**config.mk**
```make
export PLATFORM = sky130hd
export DESIGN_NAME = variable_update_alu_top_flat
export DESIGN_NICKNAME = d
export VERILOG_FILES = /design/src/rtl/vua_pkg.sv /design/src/rtl/vua_stream_if.sv /design/src/rtl/variable_update_alu_top.sv /design/src/flat_wrapper.sv
export SDC_FILE = /design/constraint.sdc
export NUM_CORES = 2
export LEC_CHECK = 0
export ABC_AREA = 1
export BUFFER_PORTS_ARGS = -buffer_cell sky130_fd_sc_hd__buf_2
export CELL_PAD_IN_SITES_DETAIL_PLACEMENT = 1
export CELL_PAD_IN_SITES_GLOBAL_PLACEMENT = 1
export CORE_MARGIN = 2
export CORE_UTILIZATION = 45
export DETAILED_ROUTE_END_ITERATION = 12
export PLACE_DENSITY_LB_ADDON = 0.1
export SKIP_LAST_GASP = 1
export SYNTH_ARGS = -nofsm -noshare
export SYNTH_HDL_FRONTEND = slang
export SYNTH_SLANG_ARGS = --single-unit
export TNS_END_PERCENT = 10
```
**constraint.sdc**
```tcl
create_clock -name clk -period 10.9 [get_ports clk]
set_input_delay 2.18 -clock clk [delete_from_list [all_inputs] [get_ports clk]]
set_output_delay 2.18 -clock clk [all_outputs]
set_load 0.03 [all_outputs]
```
**src/rtl/vua_pkg.sv**
```systemverilog
`timescale 1ns / 1ps
`default_nettype none

package vua_pkg;

	// Data path and field widths.
	localparam int DATA_W     = 32;
	localparam int KIND_W     = 4;
	localparam int APB_DATA_W = 32;
	localparam int APB_ADDR_W = 3;

	// Base of the percentage operations.
	localparam logic [DATA_W-1:0] PCT_BASE = DATA_W'(100);

	// Register indexes.
	localparam logic [APB_ADDR_W-3:0] REG_DEFAULT_INC = '0;

	// Operation codes.
	localparam logic [KIND_W-1:0] KIND_SET     = 4'd0;
	localparam logic [KIND_W-1:0] KIND_ADD     = 4'd1;
	localparam logic [KIND_W-1:0] KIND_INC     = 4'd2;
	localparam logic [KIND_W-1:0] KIND_SUB     = 4'd3;
	localparam logic [KIND_W-1:0] KIND_DEC     = 4'd4;
	localparam logic [KIND_W-1:0] KIND_ADD_PCT = 4'd5;
	localparam logic [KIND_W-1:0] KIND_SUB_PCT = 4'd6;
	localparam logic [KIND_W-1:0] KIND_MUL     = 4'd7;
	localparam logic [KIND_W-1:0] KIND_DIV     = 4'd8;
	localparam logic [KIND_W-1:0] KIND_NEG_ADD = 4'd9;
	localparam logic [KIND_W-1:0] KIND_NEG_SUB = 4'd10;
	localparam logic [KIND_W-1:0] KIND_MIN     = 4'd11;
	localparam logic [KIND_W-1:0] KIND_MAX     = 4'd12;
	localparam logic [KIND_W-1:0] KIND_RESET   = 4'd13;
	localparam logic [KIND_W-1:0] KIND_GET     = 4'd14;
	localparam logic [KIND_W-1:0] KIND_DEFAULT = 4'd15;

	typedef logic [DATA_W-1:0] word_t;
	typedef logic [KIND_W-1:0] kind_t;

endpackage

`default_nettype wire

```
**src/rtl/vua_stream_if.sv**
```systemverilog
`timescale 1ns / 1ps
`default_nettype none

// Command channel: one beat carries one update request.
interface vua_cmd_if;
	import vua_pkg::*;

	logic  valid;
	logic  ready;
	kind_t kind;
	word_t operand;
	word_t current_value;

	modport source (output valid, output kind, output operand, output current_value,
		input ready);
	modport sink (input valid, input kind, input operand, input current_value,
		output ready);
endinterface

// Response channel: one beat carries one update result.
interface vua_rsp_if;
	import vua_pkg::*;

	logic  valid;
	logic  ready;
	word_t result_value;
	logic  write_back;
	logic  changed_notice;
	logic  get_report;

	modport source (output valid, output result_value, output write_back,
		output changed_notice, output get_report, input ready);
	modport sink (input valid, input result_value, input write_back,
		input changed_notice, input get_report, output ready);
endinterface

`default_nettype wire

```
**src/rtl/variable_update_alu_top.sv**
```systemverilog
`timescale 1ns / 1ps
`default_nettype none
// An accepted command goes from ST_IDLE through ST_EXEC to ST_FIN, which loads the
// response; divide and percent go through ST_EXEC, ST_PREP and ST_DIV (radix-2 divider,
// one quotient bit a cycle) before ST_FIN. ST_FIN waits while the response slot is full;
// a new command is taken only when the sequencer is idle.
// Reset (arst_n low, asynchronous): sequencer idle, no response pending,
// default_increment and the last reported value cleared.

module variable_update_alu_top (
	input  wire                                clk,
	input  wire                                arst_n,
	vua_cmd_if.sink                            cmd,
	vua_rsp_if.source                          rsp,
	input  wire                                psel,
	input  wire                                penable,
	input  wire                                pwrite,
	input  wire  [vua_pkg::APB_ADDR_W-1:0]     paddr,
	input  wire  [vua_pkg::APB_DATA_W-1:0]     pwdata,
	output logic [vua_pkg::APB_DATA_W-1:0]     prdata,
	output logic                               pready
);
	import vua_pkg::*;

	localparam int CNT_W = $clog2(DATA_W);

	localparam logic [2:0] ST_IDLE = 3'd0;
	localparam logic [2:0] ST_EXEC = 3'd1;
	localparam logic [2:0] ST_PREP = 3'd2;
	localparam logic [2:0] ST_DIV  = 3'd3;
	localparam logic [2:0] ST_FIN  = 3'd4;

	logic [2:0]       state_q;
	kind_t            kind_q;
	word_t            opnd_q;
	word_t            cur_q;
	word_t            res_q;
	word_t            div_b_q;
	word_t            rem_q;
	logic [CNT_W-1:0] cnt_q;
	logic             neg_q;
	logic             divzero_q;
	word_t            lr_q;
	logic             lr_valid_q;
	word_t            dinc_q;
	logic             rsp_valid_q;
	word_t            rsp_value_q;
	logic             rsp_wb_q;
	logic             rsp_chg_q;
	logic             rsp_get_q;

	logic             cmd_fire;
	logic             cfg_write;
	logic             slot_free;
	word_t            factor;
	word_t            mul_b;
	word_t            product;
	word_t            simple_nv;
	word_t            dividend;
	word_t            divisor;
	logic [DATA_W:0]  rem_sh;
	logic [DATA_W:0]  diff;
	logic             is_divk;
	logic             is_get;
	word_t            nv;
	logic             changed;

	// Handshakes.
	assign cmd.ready = (state_q == ST_IDLE);
	assign cmd_fire  = cmd.valid && cmd.ready;
	assign slot_free = !rsp_valid_q || rsp.ready;

	// Configuration port: a single register, writes complete in the access phase.
	assign pready    = 1'b1;
	assign cfg_write = psel && penable && pwrite && pready;
	assign prdata    = (paddr[APB_ADDR_W-1:2] == REG_DEFAULT_INC) ? dinc_q : '0;

	// Shared multiplier for multiply and for the percentage factor.
	assign factor  = (kind_q == KIND_SUB_PCT) ? (PCT_BASE - opnd_q) : (PCT_BASE + opnd_q);
	assign mul_b   = (kind_q == KIND_MUL) ? opnd_q : factor;
	assign product = DATA_W'(cur_q * mul_b);

	// Operations that bypass the divider.
	always_comb begin
		case (kind_q)
			KIND_SET:     simple_nv = opnd_q;
			KIND_ADD:     simple_nv = cur_q + opnd_q;
			KIND_INC:     simple_nv = cur_q + DATA_W'(1);
			KIND_SUB:     simple_nv = cur_q - opnd_q;
			KIND_DEC:     simple_nv = cur_q - DATA_W'(1);
			KIND_MUL:     simple_nv = product;
			KIND_NEG_ADD: simple_nv = opnd_q - cur_q;
			KIND_NEG_SUB: simple_nv = DATA_W'(0) - opnd_q - cur_q;
			KIND_MIN:     simple_nv = ($signed(opnd_q) < $signed(cur_q)) ? opnd_q : cur_q;
			KIND_MAX:     simple_nv = ($signed(cur_q) < $signed(opnd_q)) ? opnd_q : cur_q;
			KIND_RESET:   simple_nv = '0;
			KIND_GET:     simple_nv = cur_q;
			KIND_DEFAULT: simple_nv = cur_q + dinc_q;
			default:      simple_nv = cur_q;
		endcase
	end

	// Divider operands: the percent path divides the registered product by the base.
	assign is_divk  = (kind_q == KIND_DIV) || (kind_q == KIND_ADD_PCT) ||
		(kind_q == KIND_SUB_PCT);
	assign dividend = res_q;
	assign divisor  = (kind_q == KIND_DIV) ? opnd_q : PCT_BASE;

	// One restoring step: shift in the next dividend bit and try the subtract.
	assign rem_sh = {rem_q, res_q[DATA_W-1]};
	assign diff   = rem_sh - {1'b0, div_b_q};

	// Final value, sign fixup and zero-divisor result for the divide kinds, and report flags.
	always_comb begin
		if (is_divk) begin
			if (divzero_q) begin
				nv = '0;
			end else if (neg_q) begin
				nv = DATA_W'(0) - res_q;
			end else begin
				nv = res_q;
			end
		end else begin
			nv = res_q;
		end
	end
	assign is_get  = (kind_q == KIND_GET);
	assign changed = !is_get && (nv != lr_q);

	// Sequencer, last reported value and configuration register.
	always_ff @(posedge clk or negedge arst_n) begin
		if (!arst_n) begin
			state_q     <= ST_IDLE;
			cnt_q       <= '0;
			lr_q        <= '0;
			lr_valid_q  <= 1'b0;
			dinc_q      <= '0;
		end else begin
			if (cfg_write && (paddr[APB_ADDR_W-1:2] == REG_DEFAULT_INC)) begin
				dinc_q <= pwdata[DATA_W-1:0];
			end
			case (state_q)
				ST_IDLE: begin
					if (cmd_fire) begin
						// The first command seeds the last reported value.
						if (!lr_valid_q) begin
							lr_q       <= cmd.current_value;
							lr_valid_q <= 1'b1;
						end
						state_q <= ST_EXEC;
					end
				end
				ST_EXEC: begin
					state_q <= is_divk ? ST_PREP : ST_FIN;
				end
				ST_PREP: begin
					cnt_q   <= '1;
					state_q <= ST_DIV;
				end
				ST_DIV: begin
					cnt_q <= cnt_q - CNT_W'(1);
					if (cnt_q == '0) begin
						state_q <= ST_FIN;
					end
				end
				ST_FIN: begin
					if (slot_free) begin
						if (changed) begin
							lr_q <= nv;
						end
						state_q <= ST_IDLE;
					end
				end
				default: begin
					state_q <= ST_IDLE;
				end
			endcase
		end
	end

	// Response valid: set when the finished result is loaded, cleared once taken.
	always_ff @(posedge clk or negedge arst_n) begin
		if (!arst_n) begin
			rsp_valid_q <= 1'b0;
		end else if ((state_q == ST_FIN) && slot_free) begin
			rsp_valid_q <= 1'b1;
		end else if (rsp.ready) begin
			rsp_valid_q <= 1'b0;
		end
	end

	// Working registers and the response beat.
	always_ff @(posedge clk) begin
		case (state_q)
			ST_IDLE: begin
				if (cmd_fire) begin
					kind_q <= cmd.kind;
					opnd_q <= cmd.operand;
					cur_q  <= cmd.current_value;
				end
			end
			ST_EXEC: begin
				if (kind_q == KIND_DIV) begin
					res_q <= cur_q;
				end else if (is_divk) begin
					res_q <= product;
				end else begin
					res_q <= simple_nv;
				end
			end
			ST_PREP: begin
				neg_q     <= dividend[DATA_W-1] ^ divisor[DATA_W-1];
				divzero_q <= (divisor == '0);
				res_q     <= dividend[DATA_W-1] ? (DATA_W'(0) - dividend) : dividend;
				div_b_q   <= divisor[DATA_W-1] ? (DATA_W'(0) - divisor) : divisor;
				rem_q     <= '0;
			end
			ST_DIV: begin
				if (!diff[DATA_W]) begin
					rem_q <= diff[DATA_W-1:0];
					res_q <= {res_q[DATA_W-2:0], 1'b1};
				end else begin
					rem_q <= rem_sh[DATA_W-1:0];
					res_q <= {res_q[DATA_W-2:0], 1'b0};
				end
			end
			ST_FIN: begin
				if (slot_free) begin
					rsp_value_q <= nv;
					rsp_wb_q    <= !is_get && (nv != cur_q);
					rsp_chg_q   <= changed;
					rsp_get_q   <= is_get;
				end
			end
			default: begin
				res_q <= res_q;
			end
		endcase
	end

	assign rsp.valid          = rsp_valid_q;
	assign rsp.result_value   = rsp_value_q;
	assign rsp.write_back     = rsp_wb_q;
	assign rsp.changed_notice = rsp_chg_q;
	assign rsp.get_report     = rsp_get_q;

endmodule

`default_nettype wire

```
**src/flat_wrapper.sv**
```systemverilog
// flat-port wrapper written by rule: the top's interface ports become plain ports
module variable_update_alu_top_flat import vua_pkg::*;
  (clk, arst_n, psel, penable, pwrite, paddr, pwdata, prdata, pready, cmd_valid, cmd_kind, cmd_operand, cmd_current_value, cmd_ready, rsp_valid, rsp_result_value, rsp_write_back, rsp_changed_notice, rsp_get_report, rsp_ready);
  vua_cmd_if cmd_i ();
  vua_rsp_if rsp_i ();
  input  wire clk;
  input  wire arst_n;
  input  wire psel;
  input  wire penable;
  input  wire pwrite;
  input  wire  [vua_pkg::APB_ADDR_W-1:0] paddr;
  input  wire  [vua_pkg::APB_DATA_W-1:0] pwdata;
  output logic [vua_pkg::APB_DATA_W-1:0] prdata;
  output logic pready;
  input wire logic [$bits(cmd_i.valid)-1:0] cmd_valid;
  input wire logic [$bits(cmd_i.kind)-1:0] cmd_kind;
  input wire logic [$bits(cmd_i.operand)-1:0] cmd_operand;
  input wire logic [$bits(cmd_i.current_value)-1:0] cmd_current_value;
  output wire logic [$bits(cmd_i.ready)-1:0] cmd_ready;
  output wire logic [$bits(rsp_i.valid)-1:0] rsp_valid;
  output wire logic [$bits(rsp_i.result_value)-1:0] rsp_result_value;
  output wire logic [$bits(rsp_i.write_back)-1:0] rsp_write_back;
  output wire logic [$bits(rsp_i.changed_notice)-1:0] rsp_changed_notice;
  output wire logic [$bits(rsp_i.get_report)-1:0] rsp_get_report;
  input wire logic [$bits(rsp_i.ready)-1:0] rsp_ready;
  assign cmd_i.valid = cmd_valid;
  assign cmd_i.kind = cmd_kind;
  assign cmd_i.operand = cmd_operand;
  assign cmd_i.current_value = cmd_current_value;
  assign cmd_ready = cmd_i.ready;
  assign rsp_valid = rsp_i.valid;
  assign rsp_result_value = rsp_i.result_value;
  assign rsp_write_back = rsp_i.write_back;
  assign rsp_changed_notice = rsp_i.changed_notice;
  assign rsp_get_report = rsp_i.get_report;
  assign rsp_i.ready = rsp_ready;
  variable_update_alu_top u_core (.clk(clk), .arst_n(arst_n), .cmd(cmd_i), .rsp(rsp_i), .psel(psel), .penable(penable), .pwrite(pwrite), .paddr(paddr), .pwdata(pwdata), .prdata(prdata), .pready(pready));
endmodule
```
# After elaboration in Yosys (flattened, before gate mapping)
# Index checks and enable logic that the tools add are counted.
[op_classes] reduce_logical=25 n_eq_ne=27 n_mux=31 magnitude_cmp=2 addsub=14 n_bitwise=2 mul=1
[ops] cell="two-way mux 32 bit" count=17
[ops] cell="case mux 32 bit (12 select lines)" count=1
[ops] cell="case mux 32 bit (2 select lines)" count=2
[ops] cell="case mux 32 bit (3 select lines)" count=1
[ops] cell="subtractor 1 x 32 -> 32 bit, first input constant" count=3
[ops] cell="subtractor 32 bit" count=3
[ops] cell="adder 32 bit" count=2
[ops] cell="less-than comparator 32 bit" count=2
[ops] cell="!= test 32 bit" count=2
[ops] cell="subtractor 33 x 32 -> 33 bit" count=1
[ops] cell="adder 32 x 1 -> 32 bit, second input constant" count=1
[ops] cell="adder 7 x 32 -> 32 bit, first input constant" count=1
[ops] cell="equality test 4 bit, second input constant" count=8
[ops] cell="logical NOT 32 bit" count=1
[ops] cell="multiplier 32 x 32 -> 32 bit" count=1
[ops] cell="subtractor 32 x 1 -> 32 bit, second input constant" count=1
[ops] cell="subtractor 7 x 32 -> 32 bit, first input constant" count=1
[ops] cell="two-way mux 31 bit" count=1
[ops] cell="equality test 4 x 3 -> 1 bit, second input constant" count=4
[ops] cell="case mux 3 bit (5 select lines)" count=1
[ops] cell="two-way mux 3 bit" count=4
[ops] cell="case mux 5 bit (2 select lines)" count=1
[ops] cell="equality test 4 x 2 -> 1 bit, second input constant" count=2
[ops] cell="!= test 2 x 1 -> 1 bit, second input constant" count=4
[ops] cell="20 further kinds" count=37
[word_totals] in_bits=110 ff_bits=275 out_inout_bits=70 elab_cells=122

# Longest topological paths before layout
[depth] word_depth=9 ltp_mapped=48 depth_no_buf=47

# Least setup slack after synthesis
# No wires, ideal clock.
[synth_timing] path_kind="reg2reg" from="register u_core.opnd_q[2]" to="register u_core.res_q[30] (netlist: u_core.dividend[30]), data pin" period_less_slack_ns=8.312 slack_ns=2.588 arrival_time_ns=8.015 path_buffers=3 setup_time_ns=0.297 stages_incl_launch_ff=47 required_ns=10.603 path_cell_list="edfxtp_1 > clkbuf_1 > inv_1 > ha_1 > inv_1 > nand2_1 > nand3_1 > nand2_1 > nand2_1 > nand3_1 > nand2_1 > nand2_1 > buf_2 > inv_1 > clkbuf_1 > nand2_1 > fa_1 > inv_1 > [... 11 more ...] > ha_1 > nand2_1 > nor3_1 > nand4_1 > nand3_1 > nand2_1 > o211ai_1 > a31oi_1 > nor2_1 > o21ai_0 > nand2_1 > nand2_1 > nand3_1 > nand2_1 > nor2_1 > nor2_1 > nor2_1 > o21bai_1"
[synth_between] elab_chain_cells=8 word_cells_on_any_way=18 classes_between="add/sub: 7; mul: 1; order compare: 2; mux: 8"
[synth_lines] element="start, declared" line="variable_update_alu_top.sv:35" text="word_t opnd_q;"
[synth_lines] element="start signal, assigned" line="variable_update_alu_top.sv:198" text="opnd_q <= cmd.operand;"
[synth_lines] element="adder 7 x 32 -> 32 bit / subtractor 7 x 32 -> 32 bit (equally long branches)" line="variable_update_alu_top.sv:79" text="assign factor = (kind_q == KIND_SUB_PCT) ? (PCT_BASE - opnd_q) : (PCT_BASE + opnd_q);"
[synth_lines] element="two-way mux 32 bit" line="variable_update_alu_top.sv:79"
[synth_lines] element="two-way mux 32 bit" line="variable_update_alu_top.sv:80" text="assign mul_b = (kind_q == KIND_MUL) ? opnd_q : factor;"
[synth_lines] element="multiplier 32 x 32 -> 32 bit" line="variable_update_alu_top.sv:81" text="assign product = DATA_W'(cur_q * mul_b);"
[synth_lines] element="case mux 32 bit (12 select lines)" line="variable_update_alu_top.sv:85" text="case (kind_q)"
[synth_lines] element="two-way mux 32 bit (*)" line="variable_update_alu_top.sv:205" text="end else if (is_divk) begin"
[synth_lines] element="two-way mux 32 bit (*)" line="variable_update_alu_top.sv:203" text="if (kind_q == KIND_DIV) begin"
[synth_lines] element="case mux 32 bit (3 select lines) (*)" line="variable_update_alu_top.sv:194" text="case (state_q)"
[synth_lines] element="end signal, assigned" line="variable_update_alu_top.sv:204" text="res_q <= cur_q;"
[synth_lines] element="end signal, assigned" line="variable_update_alu_top.sv:206" text="res_q <= product;"
[synth_lines] element="end signal, assigned" line="variable_update_alu_top.sv:208" text="res_q <= simple_nv;"
[synth_lines] element="end, declared" line="variable_update_alu_top.sv:37" text="word_t res_q;"
# Mark *: on every way between the ends. The rest lies on a longest branch, timed or not.
# A chain may end at the register's enable or synchronous reset.

# Worst setup path after layout
[layout_timing] from="register u_core.kind_q[3]" to="register u_core.res_q[26] (netlist: u_core.dividend[26]), data pin"
[layout_between] elab_chain_cells=8 word_cells_on_any_way=24 classes_between="mul: 1; eq/ne: 14; mux: 6; reduce/logical: 3"
[layout_lines] element="start, declared" line="variable_update_alu_top.sv:34" text="kind_t kind_q;"
[layout_lines] element="start signal, assigned" line="variable_update_alu_top.sv:197" text="kind_q <= cmd.kind;"
[layout_lines] element="equality test 4 x 3 -> 1 bit" line="variable_update_alu_top.sv:79, variable_update_alu_top.sv:105"
[layout_lines] element="two-way mux 32 bit" line="variable_update_alu_top.sv:79"
[layout_lines] element="two-way mux 32 bit" line="variable_update_alu_top.sv:80"
[layout_lines] element="multiplier 32 x 32 -> 32 bit" line="variable_update_alu_top.sv:81"
[layout_lines] element="case mux 32 bit (12 select lines)" line="variable_update_alu_top.sv:85"
[layout_lines] element="two-way mux 32 bit" line="variable_update_alu_top.sv:205"
[layout_lines] element="two-way mux 32 bit (*)" line="variable_update_alu_top.sv:203"
[layout_lines] element="case mux 32 bit (3 select lines) (*)" line="variable_update_alu_top.sv:194"
# Marked as above.

==> impl_metrics.csv <==
group,metric,value,unit
setup_path,r2r_slack,530,ps
floorplan,dieArea,97300,µm²
logic_synthesis,synth_area,42700,µm²
grt,grt_max_degree,75,
setup_path,cp.arrival,10720,ps
timing,fin_worst_skew,59.8,ps
setup_path,path_max_fanout,13,
logic_synthesis,synth.avg_cell_area,7.17,µm²
timing,fin_setup_tns,0,ps
logic_synthesis,synth_fp_nets,6797,
clock_network,cts_tree,"yes",
timing,timing.final.ws_setup,530,ps
hold_path,hold_start,"u_core.lr_valid_q",
routing,drtIter0Drc,3937,
routing,routed_wirelength,202,mm
layout,seq_area,7890,µm²
logic_synthesis,async_flop_share,26.9,%
clock_network,htree_levels,2,
setup_path,reg2reg_from,"u_core.kind_q[3]",
clock_network,clockRootBuffer,"clkbuf_16",
grt,grt_usage,41.1,%
setup_path,slowest_stage,"fa_1",
timing,slew_headroom,19.0,%
logic_synthesis,ys.flop_type,"edfxtp_1",
setup_path,critical_path_class,"register to register",
grt,antenna_found_initial,16,
floorplan,rows,112,
clock_network,path_clk_slew,70,ps
logic_synthesis,synthDistinctLibCells,68,
timing,worst_pin_slew,1210,ps
clock_network,cts_made_buffers,35,
logic_synthesis,seq_area_frac_synth,18.5,%
logic_synthesis,synth-seq-cells,275,
layout,fill_cells,12200,
setup_path,cpMostUsedCell,"fa_1",
floorplan,start_util,45.6,%
place,port_buffers,176,
layout,drive_gt1_share,7.87,%
place,dp_hpwl,163,mm
timing,slew_viol_final,0,
grt,grt_pass1_vias,45800,
layout,multi_input_area,30100,µm²
setup_path,slowest_delay,550,ps
timing,period_share,95.1,%
layout,nets,6941,
logic_synthesis,synth_warnings,0,
setup_path,critPathLaunchType,"register",
timing,setup_viol,0,
clock_network,clock-sinks,275,
routing,ant_nets,0,
clock_network,ctsLongestPathBuffers,3,
setup_path,worstRegToRegCells,36,
setup_path,crit_path_start,"u_core.kind_q[3]",
timing,rsz0062_at_grt,"false",
layout,synthToLayoutAreaGrowth,9.15,%
run,maxCapViolations,0,
logic_synthesis,synthCells,5953,
hold_path,hold_depth,2,
hold_path,min_path_type,"register to register",
clock_network,cts-resized-gates,0,
setup_path,crit_path_end_kind,"register",
grt,grt_pass1_wl,296,mm
routing,viasPerCell,5.97,
routing,dr.pass1.iters,6,
timing,layout_min_cycle_time,10370,ps
floorplan,die_h,312,µm
floorplan,io_pins,180,
clock_network,postCtsSetupBuffers,0,
place,globalplace.congestion,1.05,
setup_path,required,11250,ps
timing,fmax,96.4,MHz
grt,globalRoute.totalOverflow,0,
logic_synthesis,synth-edff-count,201,
routing,wl_per_cell,27.4,µm
timing,hold_viol,0,
status,status,"completed",
place,post-place-ws,733,ps
clock_network,clk_latency,640,ps
clock_network,postCtsHoldBufs,0,
floorplan,core,93600,µm²
routing,vias,44100,
routing,drcViolationCount,0,
floorplan,die_w,312,µm
## cell usage after synthesis (23+ instances only)
cell type / number / share of area (%)
inv_1: 972 / 8.6
edfxtp_1: 201 / 14
o22ai_1: 23 / 0.34
nand3_1: 310 / 3.6
dfrtp_1: 74 / 4.3
clkinv_1: 27 / 0.24
o2111ai_1: 25 / 0.51
fa_1: 413 / 19
clkbuf_1: 187 / 1.6
nor2_1: 653 / 5.7
o221ai_1: 30 / 0.62
or2_2: 42 / 0.62
a21oi_1: 450 / 5.3
a31oi_1: 23 / 0.34
o21ai_0: 379 / 4.4
ha_1: 321 / 9.4
xor2_1: 121 / 2.5
o211ai_1: 68 / 1.2
nor3_1: 58 / 0.68
nand2_1: 1253 / 11
nor4_1: 29 / 0.43
nand4_1: 57 / 0.84
xnor2_1: 28 / 0.57
## metal layers
layer,part of all wire [%],track usage (%)
met5,0.024,0
met4,7.6,26.1
met3,8.3,7.99
met2,46,66.7
met1,39,50.1
## final timing paths
| kind | to |
|---|---|
| hold reg to reg | u_core.lr_valid_q |
| max in group asynchronous | u_core.dinc_q[20] |
| hold / removal | u_core.lr_valid_q |
| setup reg to reg | u_core.dividend[26] |
| min in group asynchronous | u_core.lr_q[5] |
| setup / recovery | u_core.dividend[26] |
## critical path: cells and delay by family, from the launching register on
kind,cells,cell delay [ps]
compound gates,6,1140
fa+ha+maj,9,4370
buf+inv,7,980
flops,1,530
simple gates,14,3030
## sequential cells by signal (all words and copies together), names as in the netlist
signal / count
u_core.cnt_q: 5
u_core.cur_q: 32
u_core.dinc_q: 32
u_core.div_b_q: 32
u_core.dividend: 32
u_core.divzero_q: 1
u_core.kind_q: 4
u_core.lr_q: 32
u_core.lr_valid_q: 1
u_core.neg_q: 1
u_core.opnd_q: 32
u_core.rem_q: 32
u_core.rsp.changed_notice: 1
u_core.rsp.get_report: 1
u_core.rsp.result_value: 32
u_core.rsp.valid: 1
u_core.rsp.write_back: 1
u_core.state_q: 3
## logic make-up (layout without fill, tap and decap cells)
group	Yosys count	count (layout)	share of synthesized area (%)
simple gates	2447	2447	23.9
buf+inv	1236	1406	11.0
compound gates	1111	1111	14.8
fa+ha+maj	734	734	28.8
flops	275	275	18.5
xor+xnor	149	149	3.06
other cells	1	5	0.00879
## layout make-up
cell class	count	area share, %
well taps	1254	3.37
repair buffers	334	4.45
inverters	1009	8.14
multi-input cells	4442	64.7
diodes	4	0.0215
clock buffers	44	2.02
flip-flops and latches	275	16.9
clock inverters	19	0.341
## through the flow
step                utilization (%)  cells  hold WS [ps]  cell area [µm²]
detailed placement             48.6   7314           445            45400
floorplan                         -   5953           418            42700
finish                         49.7   7381           477            46600
global route                   49.7   7377           503            46500
CTS                            49.7   7377           482            46500
global placement               48.6   7314           434            45400
## cell usage in the layout (no fill, tap or decap), types with 68 or more instances in the layout
| cell type | count |
|---|---|
| nand2_1 | 1252 |
| inv_1 | 971 |
| nor2_1 | 645 |
| a21oi_1 | 450 |
| fa_1 | 413 |
| o21ai_0 | 379 |
| ha_1 | 321 |
| nand3_1 | 310 |
| edfxtp_1 | 201 |
| buf_2 | 175 |
| buf_4 | 159 |
| xor2_1 | 120 |
| dfrtp_1 | 74 |
| o211ai_1 | 68 |
Power is left out: the tool's default activity adds up to more than one toggle a clock period on the data nets, which glitch-free logic cannot reach.
